`config.mk`:
```
export PLATFORM = sky130hd
export DESIGN_NAME = weekly_alarm_match_table_flat
export DESIGN_NICKNAME = d
export VERILOG_FILES = /design/src/rtl/wamt_pkg.sv /design/src/rtl/wamt_if.sv /design/src/rtl/wamt_ram.sv /design/src/rtl/wamt_scan.sv /design/src/rtl/weekly_alarm_match_table.sv /design/src/flat_wrapper.sv
export SDC_FILE = /design/constraint.sdc
export NUM_CORES = 1
export LEC_CHECK = 0
export BUFFER_PORTS_ARGS = -buffer_cell sky130_fd_sc_hd__buf_2
export CORE_ASPECT_RATIO = 0.8
export CORE_MARGIN = 2
export CORE_UTILIZATION = 60
export DETAILED_ROUTE_END_ITERATION = 12
export GPL_TIMING_DRIVEN = 0
export PLACE_DENSITY = 0.77
export SETUP_SLACK_MARGIN = 0.15
export SKIP_CTS_REPAIR_TIMING = 1
export SLEW_MARGIN = 20
export SYNTH_ARGS = -nofsm -noshare
export SYNTH_HDL_FRONTEND = slang
export SYNTH_SLANG_ARGS = --single-unit
```
`constraint.sdc`:
```
create_clock -name clk -period 13.8 [get_ports clk]
set_input_delay 2.07 -clock clk [delete_from_list [all_inputs] [get_ports clk]]
set_output_delay 2.07 -clock clk [all_outputs]
set_load 0.05 [all_outputs]
```
`src/rtl/wamt_pkg.sv`:
```
`timescale 1ns / 1ps
`default_nettype none

package wamt_pkg;

	localparam int ENTRIES     = 16;
	localparam int MAX_RESULTS = 16;
	localparam int IDX_W       = (ENTRIES > 1) ? $clog2(ENTRIES) : 1;
	localparam int CNT_W       = $clog2(MAX_RESULTS + 1);

	localparam logic [1:0] OP_ADD    = 2'd0;
	localparam logic [1:0] OP_REMOVE = 2'd1;
	localparam logic [1:0] OP_TICK   = 2'd2;

	localparam logic ST_OK        = 1'b0;
	localparam logic ST_BAD_INDEX = 1'b1;

	typedef struct packed {
		logic [4:0]  hour;
		logic [5:0]  minute;
		logic [6:0]  week_mask;
		logic [30:0] month_mask;
	} entry_t;

	localparam int ENTRY_BITS = $bits(entry_t);

	typedef struct packed {
		logic             we;
		logic [IDX_W-1:0] waddr;
		entry_t           wdata;
		logic             re;
		logic [IDX_W-1:0] raddr;
	} ram_req_t;

endpackage

`default_nettype wire

```
`src/rtl/wamt_if.sv`:
```
`timescale 1ns / 1ps
`default_nettype none

interface wamt_req_if;
	logic        valid;
	logic        ready;
	logic [1:0]  operation;
	logic [5:0]  entry_index;
	logic [4:0]  sched_hour;
	logic [5:0]  sched_minute;
	logic [6:0]  sched_week_mask;
	logic [30:0] sched_month_mask;
	logic [4:0]  now_hour;
	logic [5:0]  now_minute;
	logic [2:0]  now_weekday;
	logic [4:0]  now_month_day;

	modport source (
		output valid, operation, entry_index, sched_hour, sched_minute,
		       sched_week_mask, sched_month_mask, now_hour, now_minute,
		       now_weekday, now_month_day,
		input  ready
	);
	modport sink (
		input  valid, operation, entry_index, sched_hour, sched_minute,
		       sched_week_mask, sched_month_mask, now_hour, now_minute,
		       now_weekday, now_month_day,
		output ready
	);
endinterface

interface wamt_rsp_if;
	logic       valid;
	logic       ready;
	logic       status;
	logic       fired;
	logic [5:0] fired_index;
	logic       last_result;

	modport source (
		output valid, status, fired, fired_index, last_result,
		input  ready
	);
	modport sink (
		input  valid, status, fired, fired_index, last_result,
		output ready
	);
endinterface

`default_nettype wire

```
`src/rtl/wamt_ram.sv`:
```
`timescale 1ns / 1ps
`default_nettype none

module wamt_ram #(
	parameter int WIDTH = 8,
	parameter int DEPTH = 16
) (
	input  wire logic                                     clk,
	input  wire logic                                     we,
	input  wire logic [((DEPTH > 1) ? $clog2(DEPTH) : 1)-1:0] waddr,
	input  wire logic [WIDTH-1:0]                         wdata,
	input  wire logic                                     re,
	input  wire logic [((DEPTH > 1) ? $clog2(DEPTH) : 1)-1:0] raddr,
	output logic      [WIDTH-1:0]                         rdata
);

	logic [WIDTH-1:0] mem [DEPTH];

	always_ff @(posedge clk) begin
		if (we) begin
			mem[waddr] <= wdata;
		end
	end

	// read data holds while re is low
	always_ff @(posedge clk) begin
		if (re) begin
			rdata <= mem[raddr];
		end
	end

endmodule

`default_nettype wire

```
`src/rtl/wamt_scan.sv`:
```
`timescale 1ns / 1ps
`default_nettype none

module wamt_scan import wamt_pkg::*; (
	input  wire logic  clk,
	input  wire logic  arst_n,
	wamt_req_if.sink   req,
	wamt_rsp_if.source rsp,
	output ram_req_t   ram,
	input  wire entry_t ram_rdata
);

	typedef enum logic [1:0] {
		S_IDLE,
		S_SCAN,
		S_FLUSH
	} state_t;

	state_t           state_q;
	logic [IDX_W-1:0] scan_q;
	logic             issue_done_q;
	logic             valid_s1;
	logic [IDX_W-1:0] idx_s1;
	logic [ENTRIES-1:0] active_q;
	logic [ENTRIES-1:0] latch_q;
	logic             pend_vq;
	logic [IDX_W-1:0] pend_idx_q;
	logic [CNT_W-1:0] n_q;
	logic [4:0]       now_hour_q;
	logic [5:0]       now_minute_q;
	logic [2:0]       now_weekday_q;
	logic [4:0]       now_month_day_q;
	logic             out_vq;
	logic             out_status_q;
	logic             out_fired_q;
	logic [5:0]       out_idx_q;
	logic             out_last_q;

	logic       out_free;
	logic       req_fire;
	logic       bad_idx;
	logic [7:0] wk_vec;
	logic [31:0] mo_vec;
	logic       hit;
	logic       stall;
	logic       issue;
	logic       out_load;

	assign out_free  = !out_vq || rsp.ready;
	assign req.ready = (state_q == S_IDLE) && out_free;
	assign req_fire  = req.valid && req.ready;
	assign bad_idx   = {1'b0, req.entry_index} >= 7'(ENTRIES);

	// bit 0 pads so weekday 0 and month day 0 never match
	assign wk_vec = {ram_rdata.week_mask, 1'b0};
	assign mo_vec = {ram_rdata.month_mask, 1'b0};

	assign hit = valid_s1 && active_q[idx_s1] && !latch_q[idx_s1]
		&& (ram_rdata.hour == now_hour_q) && (ram_rdata.minute == now_minute_q)
		&& (wk_vec[now_weekday_q] || mo_vec[now_month_day_q])
		&& (n_q < CNT_W'(MAX_RESULTS));

	// a new hit pushes the held one out, which needs the output register
	assign stall = hit && pend_vq && !out_free;
	assign issue = (state_q == S_SCAN) && !issue_done_q && !stall;

	// result register takes a new beat this cycle
	assign out_load = (req_fire && (req.operation != OP_TICK))
		|| ((state_q == S_SCAN) && hit && !stall && pend_vq)
		|| ((state_q == S_FLUSH) && out_free);

	assign ram.we               = req_fire && (req.operation == OP_ADD) && !bad_idx;
	assign ram.waddr            = req.entry_index[IDX_W-1:0];
	assign ram.wdata.hour       = req.sched_hour;
	assign ram.wdata.minute     = req.sched_minute;
	assign ram.wdata.week_mask  = req.sched_week_mask;
	assign ram.wdata.month_mask = req.sched_month_mask;
	assign ram.re               = issue;
	assign ram.raddr            = scan_q;

	assign rsp.valid       = out_vq;
	assign rsp.status      = out_status_q;
	assign rsp.fired       = out_fired_q;
	assign rsp.fired_index = out_idx_q;
	assign rsp.last_result = out_last_q;

	always_ff @(posedge clk or negedge arst_n) begin
		if (!arst_n) begin
			state_q         <= S_IDLE;
			scan_q          <= '0;
			issue_done_q    <= 1'b0;
			valid_s1        <= 1'b0;
			idx_s1          <= '0;
			active_q        <= '0;
			latch_q         <= '0;
			pend_vq         <= 1'b0;
			pend_idx_q      <= '0;
			n_q             <= '0;
			now_hour_q      <= '0;
			now_minute_q    <= '0;
			now_weekday_q   <= '0;
			now_month_day_q <= '0;
			out_vq          <= 1'b0;
			out_status_q    <= ST_OK;
			out_fired_q     <= 1'b0;
			out_idx_q       <= '0;
			out_last_q      <= 1'b0;
		end else begin
			if (rsp.ready && !out_load) begin
				out_vq <= 1'b0;
			end
			unique case (state_q)
				S_IDLE: begin
					if (req_fire) begin
						unique case (req.operation) inside
							OP_ADD, OP_REMOVE: begin
								out_vq       <= 1'b1;
								out_fired_q  <= 1'b0;
								out_idx_q    <= '0;
								out_last_q   <= 1'b1;
								if (bad_idx) begin
									out_status_q <= ST_BAD_INDEX;
								end else begin
									out_status_q <= ST_OK;
									active_q[req.entry_index[IDX_W-1:0]] <=
										(req.operation == OP_ADD);
									latch_q[req.entry_index[IDX_W-1:0]] <= 1'b0;
								end
							end
							OP_TICK: begin
								now_hour_q      <= req.now_hour;
								now_minute_q    <= req.now_minute;
								now_weekday_q   <= req.now_weekday;
								now_month_day_q <= req.now_month_day;
								scan_q          <= '0;
								issue_done_q    <= 1'b0;
								n_q             <= '0;
								state_q         <= S_SCAN;
							end
							default: begin
								out_vq       <= 1'b1;
								out_status_q <= ST_OK;
								out_fired_q  <= 1'b0;
								out_idx_q    <= '0;
								out_last_q   <= 1'b1;
							end
						endcase
					end
				end
				S_SCAN: begin
					if (!stall) begin
						valid_s1 <= issue;
						idx_s1   <= scan_q;
					end
					if (issue) begin
						scan_q <= scan_q + 1'b1;
						if (scan_q == IDX_W'(ENTRIES - 1)) begin
							issue_done_q <= 1'b1;
						end
					end
					if (hit && !stall) begin
						latch_q[idx_s1] <= 1'b1;
						n_q             <= n_q + 1'b1;
						pend_vq         <= 1'b1;
						pend_idx_q      <= idx_s1;
						if (pend_vq) begin
							out_vq       <= 1'b1;
							out_status_q <= ST_OK;
							out_fired_q  <= 1'b1;
							out_idx_q    <= 6'(pend_idx_q);
							out_last_q   <= 1'b0;
						end
					end
					if (issue_done_q && !valid_s1) begin
						state_q <= S_FLUSH;
					end
				end
				S_FLUSH: begin
					if (out_free) begin
						out_vq       <= 1'b1;
						out_status_q <= ST_OK;
						out_fired_q  <= pend_vq;
						out_idx_q    <= pend_vq ? 6'(pend_idx_q) : 6'd0;
						out_last_q   <= 1'b1;
						pend_vq      <= 1'b0;
						state_q      <= S_IDLE;
					end
				end
				default: begin
					state_q <= S_IDLE;
				end
			endcase
		end
	end

endmodule

`default_nettype wire

```
`src/rtl/weekly_alarm_match_table.sv`:
```
// Weekly alarm match table.
// req channel: one beat per operation. Add writes an entry (hour, minute,
// weekday mask, month-day mask) and arms it with its fired latch clear;
// remove disarms it; tick carries the current time and scans the table.
// rsp channel: add, remove and unknown operations give one beat in the cycle
// after acceptance; status is set for an add or remove with entry_index out of range.
// A tick gives one beat per entry that fires, in index order, the final one
// flagged by last_result, or a single non-firing beat when nothing fires.
// Scan: a tick holds the block until its final beat is loaded. The entry memory has
// one read port and the scan reads one entry per cycle while no stall holds it,
// then waits for the last read data, sees the pipe empty and sends the final
// beat from the flush state.
// No new req beat is taken during a scan.
// Reset clears all active flags and fired latches at once; no memory sweep.
// When rsp stalls the result register holds its beat; the scan keeps one
// firing entry in hand and pauses only when a second one finds the register
// still full.
`timescale 1ns / 1ps
`default_nettype none

module weekly_alarm_match_table import wamt_pkg::*; (
	input  wire logic  clk,
	input  wire logic  arst_n,
	wamt_req_if.sink   req,
	wamt_rsp_if.source rsp
);

	ram_req_t ram_req;
	entry_t   ram_rdata;

	wamt_ram #(
		.WIDTH (ENTRY_BITS),
		.DEPTH (ENTRIES)
	) u_ram (
		.clk   (clk),
		.we    (ram_req.we),
		.waddr (ram_req.waddr),
		.wdata (ram_req.wdata),
		.re    (ram_req.re),
		.raddr (ram_req.raddr),
		.rdata (ram_rdata)
	);

	wamt_scan u_scan (
		.clk       (clk),
		.arst_n    (arst_n),
		.req       (req),
		.rsp       (rsp),
		.ram       (ram_req),
		.ram_rdata (ram_rdata)
	);

endmodule

`default_nettype wire

```
`src/flat_wrapper.sv`:
```
// flat-port wrapper written by rule: the top's interface ports become plain ports
module weekly_alarm_match_table_flat import wamt_pkg::*;
  (clk, arst_n, req_valid, req_operation, req_entry_index, req_sched_hour, req_sched_minute, req_sched_week_mask, req_sched_month_mask, req_now_hour, req_now_minute, req_now_weekday, req_now_month_day, req_ready, rsp_valid, rsp_status, rsp_fired, rsp_fired_index, rsp_last_result, rsp_ready);
  wamt_req_if req_i ();
  wamt_rsp_if rsp_i ();
  input  wire logic clk;
  input  wire logic arst_n;
  input wire logic [$bits(req_i.valid)-1:0] req_valid;
  input wire logic [$bits(req_i.operation)-1:0] req_operation;
  input wire logic [$bits(req_i.entry_index)-1:0] req_entry_index;
  input wire logic [$bits(req_i.sched_hour)-1:0] req_sched_hour;
  input wire logic [$bits(req_i.sched_minute)-1:0] req_sched_minute;
  input wire logic [$bits(req_i.sched_week_mask)-1:0] req_sched_week_mask;
  input wire logic [$bits(req_i.sched_month_mask)-1:0] req_sched_month_mask;
  input wire logic [$bits(req_i.now_hour)-1:0] req_now_hour;
  input wire logic [$bits(req_i.now_minute)-1:0] req_now_minute;
  input wire logic [$bits(req_i.now_weekday)-1:0] req_now_weekday;
  input wire logic [$bits(req_i.now_month_day)-1:0] req_now_month_day;
  output wire logic [$bits(req_i.ready)-1:0] req_ready;
  output wire logic [$bits(rsp_i.valid)-1:0] rsp_valid;
  output wire logic [$bits(rsp_i.status)-1:0] rsp_status;
  output wire logic [$bits(rsp_i.fired)-1:0] rsp_fired;
  output wire logic [$bits(rsp_i.fired_index)-1:0] rsp_fired_index;
  output wire logic [$bits(rsp_i.last_result)-1:0] rsp_last_result;
  input wire logic [$bits(rsp_i.ready)-1:0] rsp_ready;
  assign req_i.valid = req_valid;
  assign req_i.operation = req_operation;
  assign req_i.entry_index = req_entry_index;
  assign req_i.sched_hour = req_sched_hour;
  assign req_i.sched_minute = req_sched_minute;
  assign req_i.sched_week_mask = req_sched_week_mask;
  assign req_i.sched_month_mask = req_sched_month_mask;
  assign req_i.now_hour = req_now_hour;
  assign req_i.now_minute = req_now_minute;
  assign req_i.now_weekday = req_now_weekday;
  assign req_i.now_month_day = req_now_month_day;
  assign req_ready = req_i.ready;
  assign rsp_valid = rsp_i.valid;
  assign rsp_status = rsp_i.status;
  assign rsp_fired = rsp_i.fired;
  assign rsp_fired_index = rsp_i.fired_index;
  assign rsp_last_result = rsp_i.last_result;
  assign rsp_i.ready = rsp_ready;
  weekly_alarm_match_table u_core (.clk(clk), .arst_n(arst_n), .req(req_i), .rsp(rsp_i));
endmodule
```
==> impl_metrics.ini <==
[min_path]
holdCritPathClass = reg -> reg
min-delay-start = u_core.u_scan.active_q[12]$_DFFE_PN0P_
whs_endpoint = u_core.u_scan.active_q[12]$_DFFE_PN0P_
whs_path_depth = 1

[final_layout]
fin_nets = 1946
drive_above_1_share_pct = 30.36
area_growth_pct = 15.93
layoutNonFillerInstCount = 2702
post-route-util_pct = 70.55
fillCellCount = 3296

[run_status]
outcome = finished clean

[sta]
worstMarginPinSlew_ns = 1.084
period_share_pct = 36.04
drv_slew = 0
max_slew_margin_pct = 27.75
fin_crit_ns = 4.973
skew_ns = 0.03569
rsz0062_at_grt = false
fmax_ghz = 0.2011
finalHoldViolations = 0
setup-violations-final = 0
tns_ns = 0
fin_hold_ws_ns = 0.4710

[pwr]
peakVddDrop_mv = 0.1256
p_leak_nw = 13.48
p_total_mw = 7.445
pwr_density_cell_nw_per_um2 = 181.3

[critical_path]
crit_chain = buf_2 -> clkbuf_1 -> nor4_2 -> nand2b_1 -> clkbuf_2 -> nor2_4 -> buf_16 -> buf_16
path_class = in -> reg
cp.required_ns = 14.14
critPathTopFamily = simple AND/OR/NAND/NOR gates
critical_path_arrival_ns = 5.31
r2r_slack_ns = 9.49
path_buf_inv = 5
crit_top_cell = buf_16
r2r_end = u_core.u_ram.mem[8][28]$_DFFE_PP_
slowest_delay_ns = 0.76
crit_slowest_cell = nor2_4
ff2ff_path_depth = 10
cp.depth = 8
startpoint_type = primary input
crit_path_end_kind = register
cp_max_fo = 12
rr_startpoint = u_core.u_scan.state_q[0]$_DFFE_PN0P_

[global_route]
grt_max_degree = 46
antenna_found_initial = 5
track_usage_pct = 29.48
grt_overflow_total = 0
grt_pass1_wl_um = 126900
grt_pass1_vias = 18740

[logic_synthesis]
synth_flop_cell = edfxtp_1
synthArstFlopShare_pct = 8.862
synth_xor_area_share_pct = 0.2719
synth-edff-count = 833
ys_ff_latch = 914
synth_cells = 1627
ys.warnings.count = 0
synth-compound-area-share_pct = 1.981
synth_area_per_cell_um2 = 21.77
synth_common_cells = 833 x edfxtp_1, 254 x mux4_2, 104 x nand2_1
synth-adder-area-share_pct = 0.2119
syn_area_um2 = 35430
synth_cell_types = 60
yosys.area.top_type_share_pct = 70.61
synth_area_leaders = edfxtp_1 71%, mux4_2 16%, dfrtp_1 5.7%, nand2_1 1.1%, clkbuf_1 0.61%
synth_top_family_by_area = multiplexers
seq_area_frac_synth_pct = 76.33
synthMuxAreaShare_pct = 17.27
yosys.area_share.simple_pct = 2.790
yosys.area.top_type = edfxtp_1
yosys.cell_count.top_type = edfxtp_1

[clock_tree]
clk_latency_ns = 0.65
numClockSinks = 914
cts_tree = done
htree_levels = 3
root_buffer = clkbuf_16
cts_buffers = 85
clkTransAtPathRegs_ns = 0.06
cts_buffer_depth = 3

[die]
start_util_pct = 60.85
io-pin-count = 91
die_x_um = 275.7
core_area_um2 = 58220
fp.dieH_um = 221.3
fp-row-count = 79
die_area_um2 = 61020

[route]
dr.first_iter.drc_count = 2603
routedWlPerCell_um = 32.16
via_count = 18330
wirelength_um = 86890
ant_nets = 0
drc = 0
vias_per_cell = 6.784
firstDrtPassIters = 6

[placed_design]
dp.cells = 2541
port_buffers = 86
place.gp.congestion = 0.8960
dp_hpwl_um = 53090

[job]
drv_cap = 0
-- metal layers --
metal	vias up	routed length (µm)	GRT usage (%)
met5	-	41	0
met3	187	9506	7.108
met2	1261	41960	45.99
met4	6	2575	8.649
li1	7279	-	-
met1	9598	32800	42.34
-- registers in the layout, summed over array words and instances, names as in the netlist, 5 cells and up --
name / flops
u_core.u_scan.n_q: 5
u_core.u_scan.active_q: 16
u_core.u_scan.latch_q: 16
u_core.u_ram.rdata: 49
u_core.u_scan.now_hour_q: 5
u_core.u_scan.now_minute_q: 6
u_core.u_ram.mem: 784
u_core.u_scan.now_month_day_q: 5
-- power breakdown --
part	internal (mW)	total [mW]	switching (mW)
Combinational	0.833	1.82	0.982
Clock	1.34	2.35	1.01
Sequential	3.20	3.28	0.0765
-- cells by family after synthesis --
family                     Yosys count
adders and majority gates            6
buffers and inverters               98
xor gates and xnor gates            11
and+or+nand+nor                    210
AOI/OAI and AO/OA                  106
muxes                              281
DFF                                914
other                                1
-- placed cells by master (no fill, tap or decap), types with 12 or more instances in the layout --
master and count:
o21ai_0 35, edfxtp_1 833, buf_12 13, nand3_1 13, mux4_2 254, dfrtp_1 81
clkbuf_2 18, a21oi_1 14, nor2b_1 12, nor2_4 13, clkinv_1 13, clkbuf_16 86
nand2_1 104, nor2_1 16, buf_2 89, clkinv_2 15, buf_16 33, clkbuf_1 73
-- cell type report --
cell class	count	area (µm²)	area share, %
repair buffers	145	1729	4.210
diodes	3	7.507	0.01828
inverters	10	37.54	0.09139
well taps	769	962.2	2.343
multi-input cells	616	8123	19.78
clock buffers	113	2323	5.657
clock inverters	44	456.7	1.112
plain buffers	88	391.6	0.9535
flip-flops and latches	914	27040	65.84
-- per-stage QoR --
stage / instance area (µm²) / worst slack, ns
floorplan: 35430 / 6.693
global placement: 36820 / 1.424
detailed placement: 38250 / 8.053
CTS: 41030 / 8.696
global route: 41070 / 8.744
finish: 41070 / 8.827
-- worst max-delay path by stage --
| stage | from | end | slack (ns) |
|---|---|---|---|
| 2_1_floorplan | rsp_ready | u_core.u_ram.mem[6][0]$_DFFE_PP_ | 6.69 |
| 3_3_place_gp | req_operation[1] | u_core.u_ram.mem[6][36]$_DFFE_PP_ | 1.42 |
| 3_5_place_dp | req_operation[1] | u_core.u_ram.mem[10][37]$_DFFE_PP_ | 8.05 |
| 4_1_cts | req_operation[1] | u_core.u_ram.mem[8][27]$_DFFE_PP_ | 8.70 |
| 5_1_grt | req_operation[1] | u_core.u_ram.mem[8][28]$_DFFE_PP_ | 8.74 |
| 6_report | req_operation[1] | u_core.u_ram.mem[8][28]$_DFFE_PP_ | 8.83 |
Power figures use the tool's default switching activity.
